[src/rtl/frdr_pkg.sv]
`timescale 1ns / 1ps
// ----------------------------------------------------------------------------
// frdr_pkg
// Shared widths and constants for the dielectric Fresnel reflectance pipeline.
// ----------------------------------------------------------------------------
package frdr_pkg;
    localparam int unsigned ETA_W   = 16;
    localparam int unsigned COS_W   = 17;  // cosine magnitude, up to 2^15
    localparam int unsigned RAD_W   = 62;  // radicand width, Q.54 below 2^62
    localparam int unsigned ROOT_W  = 31;  // square root width
    localparam int unsigned SQ_STG  = 31;  // one root bit per stage
    localparam int unsigned DIV_W   = 49;  // ratio numerator and denominator
    localparam int unsigned QUO_W   = 30;  // Q0.30 quotient
    localparam int unsigned DIV_STG = 30;  // one quotient bit per stage
    localparam int unsigned RAT_W   = 31;  // ratio including 1.0

    localparam logic [ETA_W-1:0] ETA_ONE = 16'd4096;
    localparam logic [15:0]      REFL_ONE = 16'd32768;

    typedef enum logic [0:0] {
        t_REG_ETA_I = 1'b0,
        t_REG_ETA_T = 1'b1
    } t_reg_idx;
endpackage

[src/rtl/frdr_sqrt.sv]
`timescale 1ns / 1ps
// ----------------------------------------------------------------------------
// frdr_sqrt
// Pipelined integer square root, one result bit per stage.
// ----------------------------------------------------------------------------
module frdr_sqrt (
    input  logic                              i_clk,
    input  logic                              i_en,
    input  logic [frdr_pkg::RAD_W-1:0]        i_x,
    output logic [frdr_pkg::ROOT_W-1:0]       o_root
);
    logic [frdr_pkg::RAD_W-1:0] r_x   [frdr_pkg::SQ_STG];
    logic [frdr_pkg::RAD_W-1:0] r_res [frdr_pkg::SQ_STG];

    for (genvar k = 0; k < frdr_pkg::SQ_STG; k++) begin : g_stg
        localparam logic [frdr_pkg::RAD_W-1:0] BIT =
            frdr_pkg::RAD_W'(1) << (2 * (frdr_pkg::SQ_STG - 1 - k));
        logic [frdr_pkg::RAD_W-1:0] x_in, res_in, trial;
        if (k == 0) begin : g_first
            assign x_in   = i_x;
            assign res_in = '0;
        end else begin : g_rest
            assign x_in   = r_x[k-1];
            assign res_in = r_res[k-1];
        end
        assign trial = res_in + BIT;
        // try one root bit, keep the remainder
        always_ff @(posedge i_clk) begin
            if (i_en) begin
                if (x_in >= trial) begin
                    r_x[k]   <= x_in - trial;
                    r_res[k] <= (res_in >> 1) + BIT;
                end else begin
                    r_x[k]   <= x_in;
                    r_res[k] <= res_in >> 1;
                end
            end
        end
    end

    assign o_root = r_res[frdr_pkg::SQ_STG-1][frdr_pkg::ROOT_W-1:0];
endmodule

[config.mk]
export PLATFORM = sky130hd
export DESIGN_NAME = frdr_sqrt
export DESIGN_NICKNAME = d
export VERILOG_FILES = /design/src/rtl/frdr_pkg.sv /design/src/rtl/frdr_sqrt.sv
export SDC_FILE = /design/constraint.sdc
export NUM_CORES = 2
export LEC_CHECK = 0
export BUFFER_PORTS_ARGS = -buffer_cell sky130_fd_sc_hd__buf_4
export CAP_MARGIN = 20
export CORE_AREA = 2 2 533 376
export DETAILED_ROUTE_END_ITERATION = 12
export DIE_AREA = 0 0 535 378
export PLACE_DENSITY = 0.76
export SYNTH_ARGS = -nofsm -noshare
export SYNTH_HDL_FRONTEND = slang
export SYNTH_SLANG_ARGS = --single-unit
[constraint.sdc]
create_clock -name i_clk -period 4.6 [get_ports i_clk]
set_input_delay 0.46 -clock i_clk [delete_from_list [all_inputs] [get_ports i_clk]]
set_output_delay 0.46 -clock i_clk [all_outputs]
set_load 0.005 [all_outputs]
# Word level (Yosys, flattened, before mapping)
# Memory sizes are Yosys's and may differ from the RTL's.
# Index checks and enable logic that the tools add are counted.
dict set report totals {
  reg_bits 0
  ramBits 3844
  input_bits 64
  output_inout_bits 31
  memories 2
}
# name depth word_bits read_ports rd_clocked_by_memory_dff wr line
set mem_list {}
lappend mem_list {r_res 31 62 31 0 31 frdr_sqrt.sv:13} ;# logic [frdr_pkg::RAD_W-1:0] r_res [frdr_pkg::SQ_STG];
lappend mem_list {r_x 31 62 30 0 31 frdr_sqrt.sv:12} ;# logic [frdr_pkg::RAD_W-1:0] r_x [frdr_pkg::SQ_STG];
dict set report classes {
  add_sub_neg 91
  order_cmp 31
  muxes 248
  bitwise 62
}
# operator count
set op_table {}
lappend op_table {{$mux W62} 62}
lappend op_table {{$ge A62 B62 Y1} 30}
lappend op_table {{$sub A62 B62 Y62} 30}
lappend op_table {{$mux W1} 186}
lappend op_table {{$add A61 B1 Y62 const B} 1}
lappend op_table {{$add A61 B11 Y62 const B} 1}
lappend op_table {{$add A61 B13 Y62 const B} 1}
lappend op_table {{$add A61 B15 Y62 const B} 1}
lappend op_table {{$add A61 B17 Y62 const B} 1}
lappend op_table {{$add A61 B19 Y62 const B} 1}
lappend op_table {{$add A61 B21 Y62 const B} 1}
lappend op_table {{$add A61 B23 Y62 const B} 1}
lappend op_table {{$add A61 B25 Y62 const B} 1}
lappend op_table {{$add A61 B27 Y62 const B} 1}
lappend op_table {{$add A61 B29 Y62 const B} 1}
lappend op_table {{$add A61 B3 Y62 const B} 1}
lappend op_table {{$add A61 B31 Y62 const B} 1}
lappend op_table {{$add A61 B33 Y62 const B} 1}
lappend op_table {{$add A61 B35 Y62 const B} 1}
lappend op_table {{$add A61 B37 Y62 const B} 1}
lappend op_table {{$add A61 B39 Y62 const B} 1}
lappend op_table {{$add A61 B41 Y62 const B} 1}
lappend op_table {{$add A61 B43 Y62 const B} 1}
lappend op_table {{$add A61 B45 Y62 const B} 1}
lappend op_table {{other kinds (43)} 104}

# Depth between registers and ports, before layout
# An unclocked memory read counts as a cell.
dict set report depth {
  word_depth 7
  mapped_depth 15
}

# Least setup slack after synthesis
# Ideal clock, no wire load.
dict set report synth_path {
  path_kind {input to register}
  startpoint {in i_en}
  endpoint {mem r_res[1][628] (netlist name), enable pin}
  setup_time_ns 0.479
  arrival_ns 4.243
  required_time_ns 4.121
  path_slack_ns -0.122
  cell_stages 6
  path_cell_list {clkbuf_1 -> clkbuf_1 -> clkbuf_1 -> clkbuf_1 -> clkbuf_1 -> clkbuf_1}
}
# item line
set synth_lines {}
lappend synth_lines {{from (decl)} frdr_sqrt.sv:8} ;# input logic i_en,
lappend synth_lines {{to (decl)} frdr_sqrt.sv:13}

==> impl_metrics.py <==
metrics = {
    "global_routing": {
        "grt.total_usage": 0.299,
        "globalRouteOverflowTotal": 0,
        "antenna_found_initial": 16,
        "grt_max_degree": 183,
        "grt_pass1_vias": 71100,
        "grt_pass1_wl_um": 454000,
    },
    "power": {
        "ir_drop_uv": 366,
        "p_leak_nw": 46.9,
        "power_switching_mw": 19.3,
        "powerDensity_nw_per_um2": 494,
        "p_total_mw": 62.1,
        "swShare": 0.310,
        "combPwrFrac": 0.222,
        "p_clk_frac": 0.296,
        "p_int_mw": 42.9,
        "power_frac_seq": 0.482,
    },
    "critical_path": {
        "reg2reg_depth": 11,
        "r2r-start": "r_x[1][577]",
        "endpoint_kind": "flip-flop",
        "critPathLaunch": "r_x[1][577]",
        "r2r_setup_slack_ps": 250,
        "crit_type": "reg2reg",
        "arrival_ps": 4950,
        "worstSetupStartpointType": "flip-flop",
        "r2r_end": "r_x[1][669]",
        "endpoint": "r_x[1][669]",
        "crit_fanout": 7,
        "critPathRequiredTime_ps": 5210,
    },
    "synth": {
        "synth-edff-count": 2356,
        "syn_inst": 9165,
        "syn_nets": 9754,
        "seq_area_frac_synth": 0.621,
        "yosysWarnings": 0,
        "synth_seq_cells": 2356,
        "ys.flop_type": "edfxtp_1",
        "synth.distinct_cells": 98,
        "async_flop_share": 0,
        "postSynthAreaPerCell_um2": 12.4,
        "synth_area_um2": 114000,
    },
    "clock_tree": {
        "cts_tree": "done",
        "cts_buffer_depth": 4,
        "htree_num_levels": 4,
        "cts_setup_buffers": 0,
        "cts_root_buffer": "clkbuf_16",
        "cts_hold_buf": 62,
        "cts.sinks": 2356,
        "cts_resized": 0,
        "clkTransAtPathRegs_ps": 70,
        "cts_buffers": 223,
        "clk_latency_ps": 890,
    },
    "placement": {
        "place_hpwl_um": 228000,
        "placed_area_um2": 118000,
        "place.port_buffers": 94,
        "gp_congestion": 0.966,
    },
    "sta": {
        "period_needed_ps": 4350,
        "tns_ps": 0,
        "rsz0062_at_grt": "false",
        "finalHoldViolCount": 0,
        "fmax_ghz": 0.230,
        "holdWs_ps": 210,
        "period_share": 0.945,
        "finalSetupViolations": 0,
        "finClkSkew_ps": 71.6,
        "worst_pin_slew_ps": 1190,
        "slew-limit-headroom": 0.198,
        "finalMaxSlewViolations": 0,
    },
    "final_layout": {
        "area_growth_syn_to_layout_pct": 10.5,
        "nNetsFinal": 10000,
        "final_area_um2": 126000,
        "final_util": 0.637,
        "layout_commonest_cell": "edfxtp_1",
        "drive_above_1_share": 0.0732,
        "layout_common_cells": "edfxtp_1 (2,356), nand2_1 (693), inv_1 (642)",
    },
    "route": {
        "dr_wl_met3_um": 36400,
        "drtIter0Drc": 10400,
        "route.detailed.wl_per_inst_um": 24.9,
        "wl_met1_um": 144000,
        "detail-route-antenna-nets": 0,
        "route.met2.wl_um": 118000,
        "routed.top_layer": "met5",
        "vias": 76400,
        "drtPass1Iterations": 9,
        "routed_wl_um": 305000,
        "post-route-drc-count": 0,
        "viasPerCell": 6.24,
    },
    "floorplan": {
        "pin_count": 95,
        "start_util": 0.576,
        "rows": 137,
        "coreArea_um2": 198000,
        "die_area_um2": 202000,
        "die_x_um": 535,
        "chipHeight_um": 378,
    },
    "worst_hold_path": {
        "hold_path.class": "in2reg",
    },
    "status": {
        "status": "finished, final reports clean",
    },
    "job": {
        "maxCapViolations": 0,
    },
}
## worst min-delay path by stage
| stage | to | cells past startpoint | start |
|---|---|---|---|
| 3_5_place_dp | r_x[0][811] | 0 | r_x[0][749] |
| 2_1_floorplan | r_x[0][638] | 0 | r_x[0][576] |
| 6_report | r_x[1][737] | 1 | i_en |
| 3_3_place_gp | r_x[1][8] | 0 | r_x[0][938] |
| 4_1_cts | r_x[1][728] | 1 | i_en |
| 5_1_grt | r_x[1][728] | 1 | i_en |
## power groups by stage
stage | clock (mW) | combinational [mW] | sequential [mW]
4_1_cts | 18.6 | 13.5 | 29.8
2_1_floorplan | 0 | 9.77 | 28.8
5_1_grt | 19.4 | 15.1 | 30.1
3_5_place_dp | 0 | 13.3 | 30.2
3_3_place_gp | 0 | 13.2 | 30.1
6_report | 18.4 | 13.8 | 29.9
## state kept, by name, indices dropped and copies added, names as in the netlist
signal  cells
r_res     496
r_x      1860
## Yosys cell counts (all sizes together), types with 208 or more instances
cell type | n | area share
edfxtp | 2356 | 0.62
nor2 | 509 | 0.017
a21o | 224 | 0.015
nor3 | 258 | 0.012
nand2 | 694 | 0.023
nor4 | 337 | 0.019
inv | 642 | 0.021
ha | 525 | 0.058
xor2 | 430 | 0.033
xnor2 | 402 | 0.031
o21ai | 540 | 0.024
clkbuf | 208 | 0.0069
a21oi | 473 | 0.021
## cells by family after synthesis
| group | count (synthesis) | synth area share |
|---|---|---|
| multiplexers | 71 | 0.00687 |
| adder cells (fa/ha/maj) | 525 | 0.0577 |
| AND/OR/NAND/NOR | 2760 | 0.126 |
| AO/OA/AOI/OAI | 1746 | 0.0951 |
| buffers and inverters | 875 | 0.0293 |
| XOR/XNOR | 832 | 0.0640 |
| flip-flops | 2356 | 0.621 |
## through the flow
stage          setup slack, ps  cells
3_5_place_dp               357  11800
2_1_floorplan             13.6   9165
6_report                   255  12300
3_3_place_gp               395  11800
4_1_cts                    364  12200
5_1_grt                   99.1  12200
## critical path, stage by stage, from the launching register on
cell,delay (ps)
edfxtp_1,420
ha_1,480
nand4_1,120
nor2_1,370
o221ai_1,420
a21oi_1,410
a41o_1,370
a41o_1,400
nand3_2,100
or3_1,500
o41ai_1,400
nand2_1,100
## layer usage
layer,global-route usage,vias up
li1,-,34800
met2,0.393,3878
met5,0,-
met4,0.0578,6
met1,0.492,37300
met3,0.0764,405
## area by class of cell
type | count | area, um2
clock buffers | 257 | 5790
flip-flops and latches | 2356 | 70700
multi-input cells | 5934 | 39900
well taps | 2641 | 3300
clock inverters | 146 | 1380
repair buffers | 266 | 2300
inverters | 642 | 2410
fillers | 14500 | 71800
diodes | 8 | 20.0
Power figures use the tool's default switching activity.
